**src/design/date_time_field_editor_top_macros.svh**
```systemverilog
// ---------------------------------------------------------------------------
// Assertion macros for the date and time field editor
// ---------------------------------------------------------------------------
`ifndef DATE_TIME_FIELD_EDITOR_TOP_MACROS_SVH
`define DATE_TIME_FIELD_EDITOR_TOP_MACROS_SVH

// Check a condition at every clock edge outside reset
`define DTFE_CHECK(lbl, cond, msg) \
  lbl: assert property (@(posedge clk) disable iff (rst) (cond)) else $error(msg);

// Check that a condition is followed by another in the next cycle
`define DTFE_NEXT(lbl, ante, cons, msg) \
  lbl: assert property (@(posedge clk) disable iff (rst) (ante) |=> (cons)) else $error(msg);

`endif

```
**src/design/dtfe_pkg.sv**
```systemverilog
// ---------------------------------------------------------------------------
// dtfe_pkg
// Types, constants and calendar helpers for the date and time field editor.
// ---------------------------------------------------------------------------
`timescale 1ns / 1ps
`default_nettype none

package dtfe_pkg;

  // Field select codes
  localparam logic [2:0] FIELD_YEAR   = 3'd0;
  localparam logic [2:0] FIELD_MONTH  = 3'd1;
  localparam logic [2:0] FIELD_DAY    = 3'd2;
  localparam logic [2:0] FIELD_HOUR   = 3'd3;
  localparam logic [2:0] FIELD_MINUTE = 3'd4;
  localparam logic [2:0] FIELD_SECOND = 3'd5;

  localparam logic [11:0] YEAR_MIN = 12'd2020;
  localparam logic [11:0] YEAR_MAX = 12'd2099;

  // Default working copy when the clock seed is not valid
  localparam logic [11:0] DEF_YEAR   = 12'd2026;
  localparam logic [3:0]  DEF_MONTH  = 4'd1;
  localparam logic [4:0]  DEF_DAY    = 5'd1;
  localparam logic [4:0]  DEF_HOUR   = 5'd0;
  localparam logic [5:0]  DEF_MINUTE = 6'd0;
  localparam logic [5:0]  DEF_SECOND = 6'd0;

  localparam logic [3:0] TPU_RESET = 4'd2;
  localparam logic [3:0] TPU_MAX   = 4'd8;

  localparam logic [4:0] MONTH_LEN [12] = '{
    5'd31, 5'd28, 5'd31, 5'd30, 5'd31, 5'd30,
    5'd31, 5'd31, 5'd30, 5'd31, 5'd30, 5'd31
  };

  typedef enum logic [1:0] {
    ST_IDLE,
    ST_STEP,
    ST_CLAMP,
    ST_DONE
  } dtfe_state_t;

  typedef struct packed {
    logic signed [5:0] steps;
    logic              button;
    logic              seed_ok;
    logic [11:0]       seed_year;
    logic [3:0]        seed_month;
    logic [4:0]        seed_day;
    logic [4:0]        seed_hour;
    logic [5:0]        seed_minute;
    logic [5:0]        seed_second;
  } dtfe_in_t;

  typedef struct packed {
    logic        editing;
    logic [2:0]  active_field_out;
    logic [11:0] year_out;
    logic [3:0]  month_out;
    logic [4:0]  day_out;
    logic [4:0]  hour_out;
    logic [5:0]  minute_out;
    logic [5:0]  second_out;
    logic        commit;
  } dtfe_out_t;

  typedef struct packed {
    logic [11:0] year;
    logic [3:0]  month;
    logic [4:0]  day;
    logic [4:0]  hour;
    logic [5:0]  minute;
    logic [5:0]  second;
  } dtfe_date_t;

  // Control from the sequencer to the field unit
  typedef struct packed {
    logic [2:0] field;
    logic       up;
  } dtfe_step_ctl_t;

  // Leap test; year / 100 by reciprocal multiply, exact below 4096
  function automatic logic is_leap(input logic [11:0] year);
    logic [24:0] prod;
    logic [5:0]  quo;
    logic [11:0] rem;
    prod = {13'd0, year} * 25'd5243;
    quo  = prod[24:19];
    rem  = year - (({6'd0, quo} << 6) + ({6'd0, quo} << 5) + ({6'd0, quo} << 2));
    return (year[1:0] == 2'd0) && ((rem != 12'd0) || (quo[1:0] == 2'd0));
  endfunction

  // Days in a month; a month outside 1..12 counts as 31 days
  function automatic logic [4:0] month_days(input logic [11:0] year, input logic [3:0] month);
    logic [3:0] idx;
    idx = month - 4'd1;
    if ((month < 4'd1) || (month > 4'd12)) begin
      return 5'd31;
    end else if (month == 4'd2) begin
      return is_leap(year) ? 5'd29 : 5'd28;
    end else begin
      return MONTH_LEN[idx];
    end
  endfunction

  // Step a value by one and wrap it into lo .. lo+span-1
  function automatic logic [5:0] wrap_step(input logic [5:0] cur, input logic up,
                                           input logic [5:0] lo, input logic [5:0] span);
    logic signed [7:0] r;
    r = $signed({2'b00, cur}) + (up ? 8'sd1 : -8'sd1) - $signed({2'b00, lo});
    if (r < 8'sd0) begin
      r = r + $signed({2'b00, span});
    end else if (r >= $signed({2'b00, span})) begin
      r = r - $signed({2'b00, span});
    end
    r = r + $signed({2'b00, lo});
    return r[5:0];
  endfunction

endpackage

`default_nettype wire

```
**src/design/date_time_field_editor_top.sv**
```systemverilog
// ---------------------------------------------------------------------------
// date_time_field_editor_top
// Encoder and button driven editor for a date and time working copy.
// ---------------------------------------------------------------------------
//  channel  | direction | handshake         | beat
//  in       | input     | in_valid/in_stall | dtfe_in_t: ticks, press, seed
//  out      | output    | out_valid/out_stall | dtfe_out_t: working copy
//  cfg      | input     | cfg_valid/cfg_ready | ticks_per_unit (4 bits)
//
//  An item makes its unit changes one after another (at most 39 of them),
//  then waits out any output stall in the done state; each unit change is
//  one pass of the shared field unit followed by a day clamp.
//  Synchronous reset restores 2026-01-01 00:00:00, field year, no session.
//  A result waits in the output register while the next item is accepted.
// ---------------------------------------------------------------------------
`timescale 1ns / 1ps
`default_nettype none
`include "date_time_field_editor_top_macros.svh"

module date_time_field_editor_top (
  input  wire logic           clk,
  input  wire logic           rst,
  input  wire logic           in_valid,
  output logic                in_stall,
  input  wire dtfe_pkg::dtfe_in_t in_data,
  output logic                out_valid,
  input  wire logic           out_stall,
  output dtfe_pkg::dtfe_out_t out_data,
  input  wire logic           cfg_valid,
  output logic                cfg_ready,
  input  wire logic [3:0]     cfg_data
);
  import dtfe_pkg::*;

  dtfe_state_t       state, state_next;
  logic              editing, editing_next;
  logic [2:0]        field, field_next;
  logic signed [6:0] acc, acc_next;
  dtfe_date_t        date, date_next;
  logic [3:0]        tpu;
  logic              rot, rot_next;
  logic              out_valid_next;
  dtfe_out_t         out_data_next;

  // Item payload held for the whole item
  logic              button_q, seed_ok_q;
  dtfe_date_t        seed_q;

  logic              accept, out_free;
  logic [3:0]        tval;
  logic signed [6:0] t_s;
  logic              pos, neg, step_go;
  dtfe_step_ctl_t    ctl;
  dtfe_date_t        step_date;
  logic [4:0]        dim;
  logic              commit_b;

  assign accept    = in_valid && !in_stall;
  assign in_stall  = (state != ST_IDLE);
  assign cfg_ready = 1'b1;
  assign out_free  = !out_valid || !out_stall;

  // Effective ticks per unit, limited to 1..8
  always_comb begin
    if (tpu == 4'd0) begin
      tval = 4'd1;
    end else if (tpu > TPU_MAX) begin
      tval = TPU_MAX;
    end else begin
      tval = tpu;
    end
  end

  assign t_s     = $signed({3'b000, tval});
  assign pos     = (acc >= t_s);
  assign neg     = ((acc + t_s) <= 7'sd0);
  assign step_go = rot && (pos || neg);
  assign ctl     = '{field: field, up: pos};
  assign dim     = month_days(date.year, date.month);

  dtfe_step u_step (
    .ctl (ctl),
    .cur (date),
    .nxt (step_date)
  );

  // Next state
  always_comb begin
    state_next = state;
    case (state)
      ST_IDLE: begin
        if (accept) begin
          state_next = ST_STEP;
        end
      end
      ST_STEP: begin
        state_next = step_go ? ST_CLAMP : ST_DONE;
      end
      ST_CLAMP: begin
        state_next = ST_STEP;
      end
      ST_DONE: begin
        if (out_free) begin
          state_next = ST_IDLE;
        end
      end
      default: begin
        state_next = ST_IDLE;
      end
    endcase
  end

  // Datapath and result
  always_comb begin
    editing_next   = editing;
    field_next     = field;
    acc_next       = acc;
    date_next      = date;
    rot_next       = rot;
    commit_b       = 1'b0;
    out_valid_next = out_valid && out_stall;
    out_data_next  = out_data;
    case (state)
      ST_IDLE: begin
        // Accumulate ticks only inside a session
        if (accept) begin
          rot_next = (in_data.steps != 6'sd0) && editing;
          if ((in_data.steps != 6'sd0) && editing) begin
            acc_next = acc + {in_data.steps[5], in_data.steps};
          end
        end
      end
      ST_STEP: begin
        if (step_go) begin
          date_next = step_date;
          acc_next  = pos ? (acc - t_s) : (acc + t_s);
        end
      end
      ST_CLAMP: begin
        if (date.day > dim) begin
          date_next.day = dim;
        end
      end
      ST_DONE: begin
        if (out_free) begin
          // Apply the press after rotation
          if (button_q) begin
            if (!editing) begin
              if (seed_ok_q) begin
                date_next = seed_q;
              end else begin
                date_next = '{year: DEF_YEAR, month: DEF_MONTH, day: DEF_DAY,
                              hour: DEF_HOUR, minute: DEF_MINUTE, second: DEF_SECOND};
              end
              field_next   = FIELD_YEAR;
              acc_next     = 7'sd0;
              editing_next = 1'b1;
            end else if (field >= FIELD_SECOND) begin
              commit_b     = 1'b1;
              editing_next = 1'b0;
            end else begin
              field_next = field + 3'd1;
              acc_next   = 7'sd0;
            end
          end
          out_valid_next = 1'b1;
          out_data_next  = '{editing: editing_next, active_field_out: field_next,
                             year_out: date_next.year, month_out: date_next.month,
                             day_out: date_next.day, hour_out: date_next.hour,
                             minute_out: date_next.minute, second_out: date_next.second,
                             commit: commit_b};
        end
      end
      default: begin
        rot_next = 1'b0;
      end
    endcase
  end

  // Control and working copy registers
  always_ff @(posedge clk) begin
    if (rst) begin
      state     <= ST_IDLE;
      editing   <= 1'b0;
      field     <= FIELD_YEAR;
      acc       <= 7'sd0;
      date      <= '{year: DEF_YEAR, month: DEF_MONTH, day: DEF_DAY,
                     hour: DEF_HOUR, minute: DEF_MINUTE, second: DEF_SECOND};
      tpu       <= TPU_RESET;
      rot       <= 1'b0;
      out_valid <= 1'b0;
    end else begin
      state     <= state_next;
      editing   <= editing_next;
      field     <= field_next;
      acc       <= acc_next;
      date      <= date_next;
      rot       <= rot_next;
      out_valid <= out_valid_next;
      if (cfg_valid && cfg_ready) begin
        tpu <= cfg_data;
      end
    end
  end

  // Hold the item payload and the result beat
  always_ff @(posedge clk) begin
    out_data <= out_data_next;
    if (accept) begin
      button_q  <= in_data.button;
      seed_ok_q <= in_data.seed_ok;
      seed_q    <= '{year: in_data.seed_year, month: in_data.seed_month,
                     day: in_data.seed_day, hour: in_data.seed_hour,
                     minute: in_data.seed_minute, second: in_data.seed_second};
    end
  end

  // Checks
  `DTFE_CHECK(a_acc_bounded, (state != ST_IDLE) || ((acc <= 7'sd7) && (acc >= -7'sd7)), "tick accumulator out of range when idle")
  `DTFE_CHECK(a_field_range, field <= FIELD_SECOND, "active field beyond second")
  `DTFE_CHECK(a_commit_ends, !(out_valid && out_data.commit) || !out_data.editing, "commit beat still shows editing")
  `DTFE_NEXT(a_accept_busy, accept, state != ST_IDLE, "sequencer idle after an accepted beat")

endmodule

`default_nettype wire

```
**src/design/dtfe_step.sv**
```systemverilog
// ---------------------------------------------------------------------------
// dtfe_step
// Shared field unit: moves the selected field of the working copy by one.
// ---------------------------------------------------------------------------
`timescale 1ns / 1ps
`default_nettype none

module dtfe_step (
  input  wire dtfe_pkg::dtfe_step_ctl_t ctl,
  input  wire dtfe_pkg::dtfe_date_t     cur,
  output dtfe_pkg::dtfe_date_t          nxt
);
  import dtfe_pkg::*;

  logic signed [13:0] year_sum;
  logic [4:0]         dim;
  logic [5:0]         wrapped;

  // Year clamps, every other field wraps
  always_comb begin
    nxt      = cur;
    year_sum = $signed({2'b00, cur.year}) + (ctl.up ? 14'sd1 : -14'sd1);
    dim      = month_days(cur.year, cur.month);
    wrapped  = 6'd0;
    case (ctl.field)
      FIELD_YEAR: begin
        if (year_sum < $signed({2'b00, YEAR_MIN})) begin
          nxt.year = YEAR_MIN;
        end else if (year_sum > $signed({2'b00, YEAR_MAX})) begin
          nxt.year = YEAR_MAX;
        end else begin
          nxt.year = year_sum[11:0];
        end
      end
      FIELD_MONTH: begin
        wrapped   = wrap_step({2'b00, cur.month}, ctl.up, 6'd1, 6'd12);
        nxt.month = wrapped[3:0];
      end
      FIELD_DAY: begin
        wrapped = wrap_step({1'b0, cur.day}, ctl.up, 6'd1, {1'b0, dim});
        nxt.day = wrapped[4:0];
      end
      FIELD_HOUR: begin
        wrapped  = wrap_step({1'b0, cur.hour}, ctl.up, 6'd0, 6'd24);
        nxt.hour = wrapped[4:0];
      end
      FIELD_MINUTE: begin
        nxt.minute = wrap_step(cur.minute, ctl.up, 6'd0, 6'd60);
      end
      FIELD_SECOND: begin
        nxt.second = wrap_step(cur.second, ctl.up, 6'd0, 6'd60);
      end
      default: begin
        nxt = cur;
      end
    endcase
  end

endmodule

`default_nettype wire

```
**config.mk**
```make
export PLATFORM = sky130hd
export DESIGN_NAME = date_time_field_editor_top
export DESIGN_NICKNAME = d
export VERILOG_FILES = /design/src/design/dtfe_pkg.sv /design/src/design/date_time_field_editor_top.sv /design/src/design/dtfe_step.sv
export VERILOG_INCLUDE_DIRS = /design/src /design/src/design
export SDC_FILE = /design/constraint.sdc
export NUM_CORES = 1
export LEC_CHECK = 0
export CAP_MARGIN = 20
export CORE_MARGIN = 2
export CORE_UTILIZATION = 60
export CTS_BUF_LIST = sky130_fd_sc_hd__clkbuf_4
export DETAILED_ROUTE_END_ITERATION = 6
export DONT_BUFFER_PORTS = 1
export PLACE_DENSITY = 0.78
export SETUP_SLACK_MARGIN = 0.05
export SKIP_LAST_GASP = 1
export SLEW_MARGIN = 15
export SYNTH_ARGS = -nofsm -noshare
export SYNTH_HDL_FRONTEND = slang
export SYNTH_SLANG_ARGS = --single-unit
export TNS_END_PERCENT = 20
```
**constraint.sdc**
```tcl
create_clock -name clk -period 10.8 [get_ports clk]
set_clock_uncertainty 0.15 [all_clocks]
set_input_delay 3.24 -clock clk [delete_from_list [all_inputs] [get_ports clk]]
set_output_delay 3.24 -clock clk [all_outputs]
set_load 0.02 [all_outputs]
```
==> qor.yml <==
status:
  outcome: "completed"
synth:
  synth_edf_count: 83
  ys_dominant_reg_cell: "edfxtp_1"
  synth_top_area_share_pct: 20.2
  ys_seq_elements: 140
  syn-mean-instance-area_um2: 9.28
  syn_nets: 1617
  ys_types: 85
  synth_top_area_cell: "edfxtp_1"
  synth-async-reset-ratio_pct: 0
  syn_area_um2: 12400
  yosys-top-cells-count: "inv_1 (190), ha_1 (170), a21oi_1 (84)"
  yosysWarnings: 0
  synth.most_common_cell: "inv_1"
  synthCells: 1331
  netlist_top_cells_area: "edfxtp_1 (20%), ha_1 (17%), fa_1 (9.9%), dfxtp_1 (9.2%), inv_1 (5.8%)"
  ys_seq_area_share_pct: 29.4
setup_path:
  worstRegToRegCells: 41
  cp_slowest_cell: "fa_1"
  cp_top_family: "adder cells"
  crit_path_start_kind: "flop"
  crit_required_ps: 11110
  arrival_ps: 10540
  worst_setup_path_end_kind: "flop"
  criticalPathCategory: "flop to flop"
  crit_path_start: "date[35]"
  timing.rr.start: "date[35]"
  critPathMaxFanout: 7
  reg2reg_to: "date[21]"
  regToRegSetupSlack_ps: 580
  max_stage_delay_ps: 530
  path_buf_inv: 7
die:
  initial_utilization_pct: 61.1
  die_width_um: 148
  fp.dieH_um: 148
  die_area_um2: 21800
  coreArea_um2: 20200
  ios: 101
  row_count: 52
final_layout:
  area_growth_pct: 4.94
  layout-drive-gt1-share_pct: 6.57
  fin_nets: 1598
  final_cells: 1596
  final_util_pct: 64.1
routing:
  drc: 0
  ant_nets: 0
  drt_iter0_drc: 688
  drt-vias-per-instance: 6.12
  vias: 9774
  wl_per_cell_um: 18.2
  wl_um: 29100
  drt_pass1_iterations: 5
timing:
  timing.setup.tns_ps: 0
  max_freq_mhz: 97.8
  worstMarginPinSlew_ps: 1040
  min_period_ps: 10220
  rsz0062_at_grt: "false"
  hold_viol: 0
  timing.final.crit_share_pct: 94.7
  drv_slew: 0
  slew-limit-headroom_pct: 30.4
  setup_viol: 0
  fin_hold_ws_ps: 328
cts:
  h-tree-depth: 4
  clock-sinks: 140
  cts_root_buf: "clkbuf_4"
  numCtsBuffers: 17
  worstSkewPairLatency_ps: 580
  cts_buffer_depth: 2
  hold_buffers: 0
  cts.clk_slew.worst_paths_ps: 130
  cts_tree: "done"
grt:
  grt_antenna_before_repair: 1
  overflow: 0
  grt_pass1_wl_um: 47600
  grtUsageTotal_pct: 27.3
  grt_max_degree: 60
  grt_pass1_vias: 9576
pwr:
  p_sw_uw: 1260
  p_leak_uw: 0.00565
  p_clk_share_pct: 13.0
  sw_frac_of_total_pct: 45.3
  p_int_uw: 1520
  p_total_uw: 2780
  pwr_density_cell_nw_per_um2: 215
  p_seq_share_pct: 22.3
  comb_power_share_pct: 64.6
  ir_drop_uv: 199
min_path:
  min-delay-start: "date[16]"
  worstHoldPathCells: 2
  hold_class: "flop to flop"
  hold-path-endpoint: "date[16]"
placement:
  io_buffers: 0
  placedCellCount: 1560
  finalWeightedCongestion: 0.953
  dp_hpwl_um: 21300
job:
  max_cap_viol_count: 0
## worst max-delay path by stage
stage               endpoint  cells past startpoint
global placement    date[21]                     39
finish              date[21]                     41
global route        date[21]                     39
detailed placement  date[21]                     39
floorplan           date[21]                     40
CTS                 date[21]                     39
## per-layer routing
metal  GRT usage [%]  share of wire (%)
met1            37.1                 44
met2            45.3                 47
met3            4.63                6.9
met4            7.98                2.1
met5               0                  0
## cells in the final DEF (no fill, tap or decap), types with 5 or more instances in the layout
cell / n
o22ai_1: 7
o21bai_1: 5
a221oi_1: 7
nand2b_1: 11
or2_2: 9
o21a_1: 11
a211oi_1: 14
mux2i_1: 11
o21ai_0: 58
nor3b_1: 11
nand4_1: 11
nor2_1: 76
nand3_1: 46
a211o_1: 9
o211ai_1: 10
and4_1: 5
inv_1: 190
xnor2_1: 34
ha_1: 170
a31oi_1: 16
xor2_1: 19
edfxtp_1: 83
buf_4: 15
nand2_1: 79
fa_1: 61
nor3_1: 22
a21oi_1: 83
o221ai_1: 7
or3_1: 10
nor2b_1: 11
clkbuf_4: 19
a21o_1: 24
dfxtp_1: 55
and3_1: 5
## state kept, by name, indices dropped and copies added (netlist names)
name,cells
out_data,43
seed_ok_q,1
field,3
rot,1
out_valid,1
editing,1
tpu,4
seed_q,38
date,38
button_q,1
state,2
acc,7
## power by group through the flow
| stage | combinational, uW | sequential, uW | clock, uW |
|---|---|---|---|
| final | 1800 | 621 | 363 |
| after global routing | 2060 | 625 | 384 |
| after CTS | 1770 | 621 | 365 |
| after detailed placement | 1750 | 633 | 0 |
| after global placement | 1700 | 632 | 0 |
| after floorplan | 1410 | 623 | 0 |
## worst min-delay path, delay by kind of cell, from the launching register on
kind	cells	cell delay (ps)
and+or+nand+nor	1	60
DFF	1	340
AOI/OAI and AO/OA	1	50
## area by class of cell
cell class	count	area, um^2
inverter	192	721
sequential	140	3640
antenna	1	2.50
tap	270	338
clock inverter	13	150
multi-input combinational	944	7840
fill	1607	7270
clock buffer	19	143
timing repair buffer	17	138
## logic make-up (layout without fill, tap and decap cells)
kind of cell / Yosys count / in the layout / share of synthesized area, %
and+or+nand+nor: 326 / 326 / 13.2
other: 1 / 2 / 0.0304
adders and majority gates: 231 / 231 / 27.1
xor gates and xnor gates: 54 / 54 / 3.89
muxes: 12 / 12 / 0.982
AOI/OAI and AO/OA: 320 / 320 / 17.6
DFF: 140 / 140 / 29.4
buffers and inverters: 247 / 241 / 7.72
## through the flow
step | setup slack, ps | cell area [um^2]
2_1_floorplan | 914 | 12400
3_3_place_gp | 540 | 12600
3_5_place_dp | 248 | 12600
4_1_cts | 197 | 12900
5_1_grt | 57.3 | 13000
6_report | 577 | 13000
## what timing repair did
item	in CTS	in global routing
buffers inserted	0	1
endpoints found under the hold margin	0	0
resized for setup	0	10
setup endpoints to repair	0	5
No activity file was read; power rests on OpenSTA's default activity.
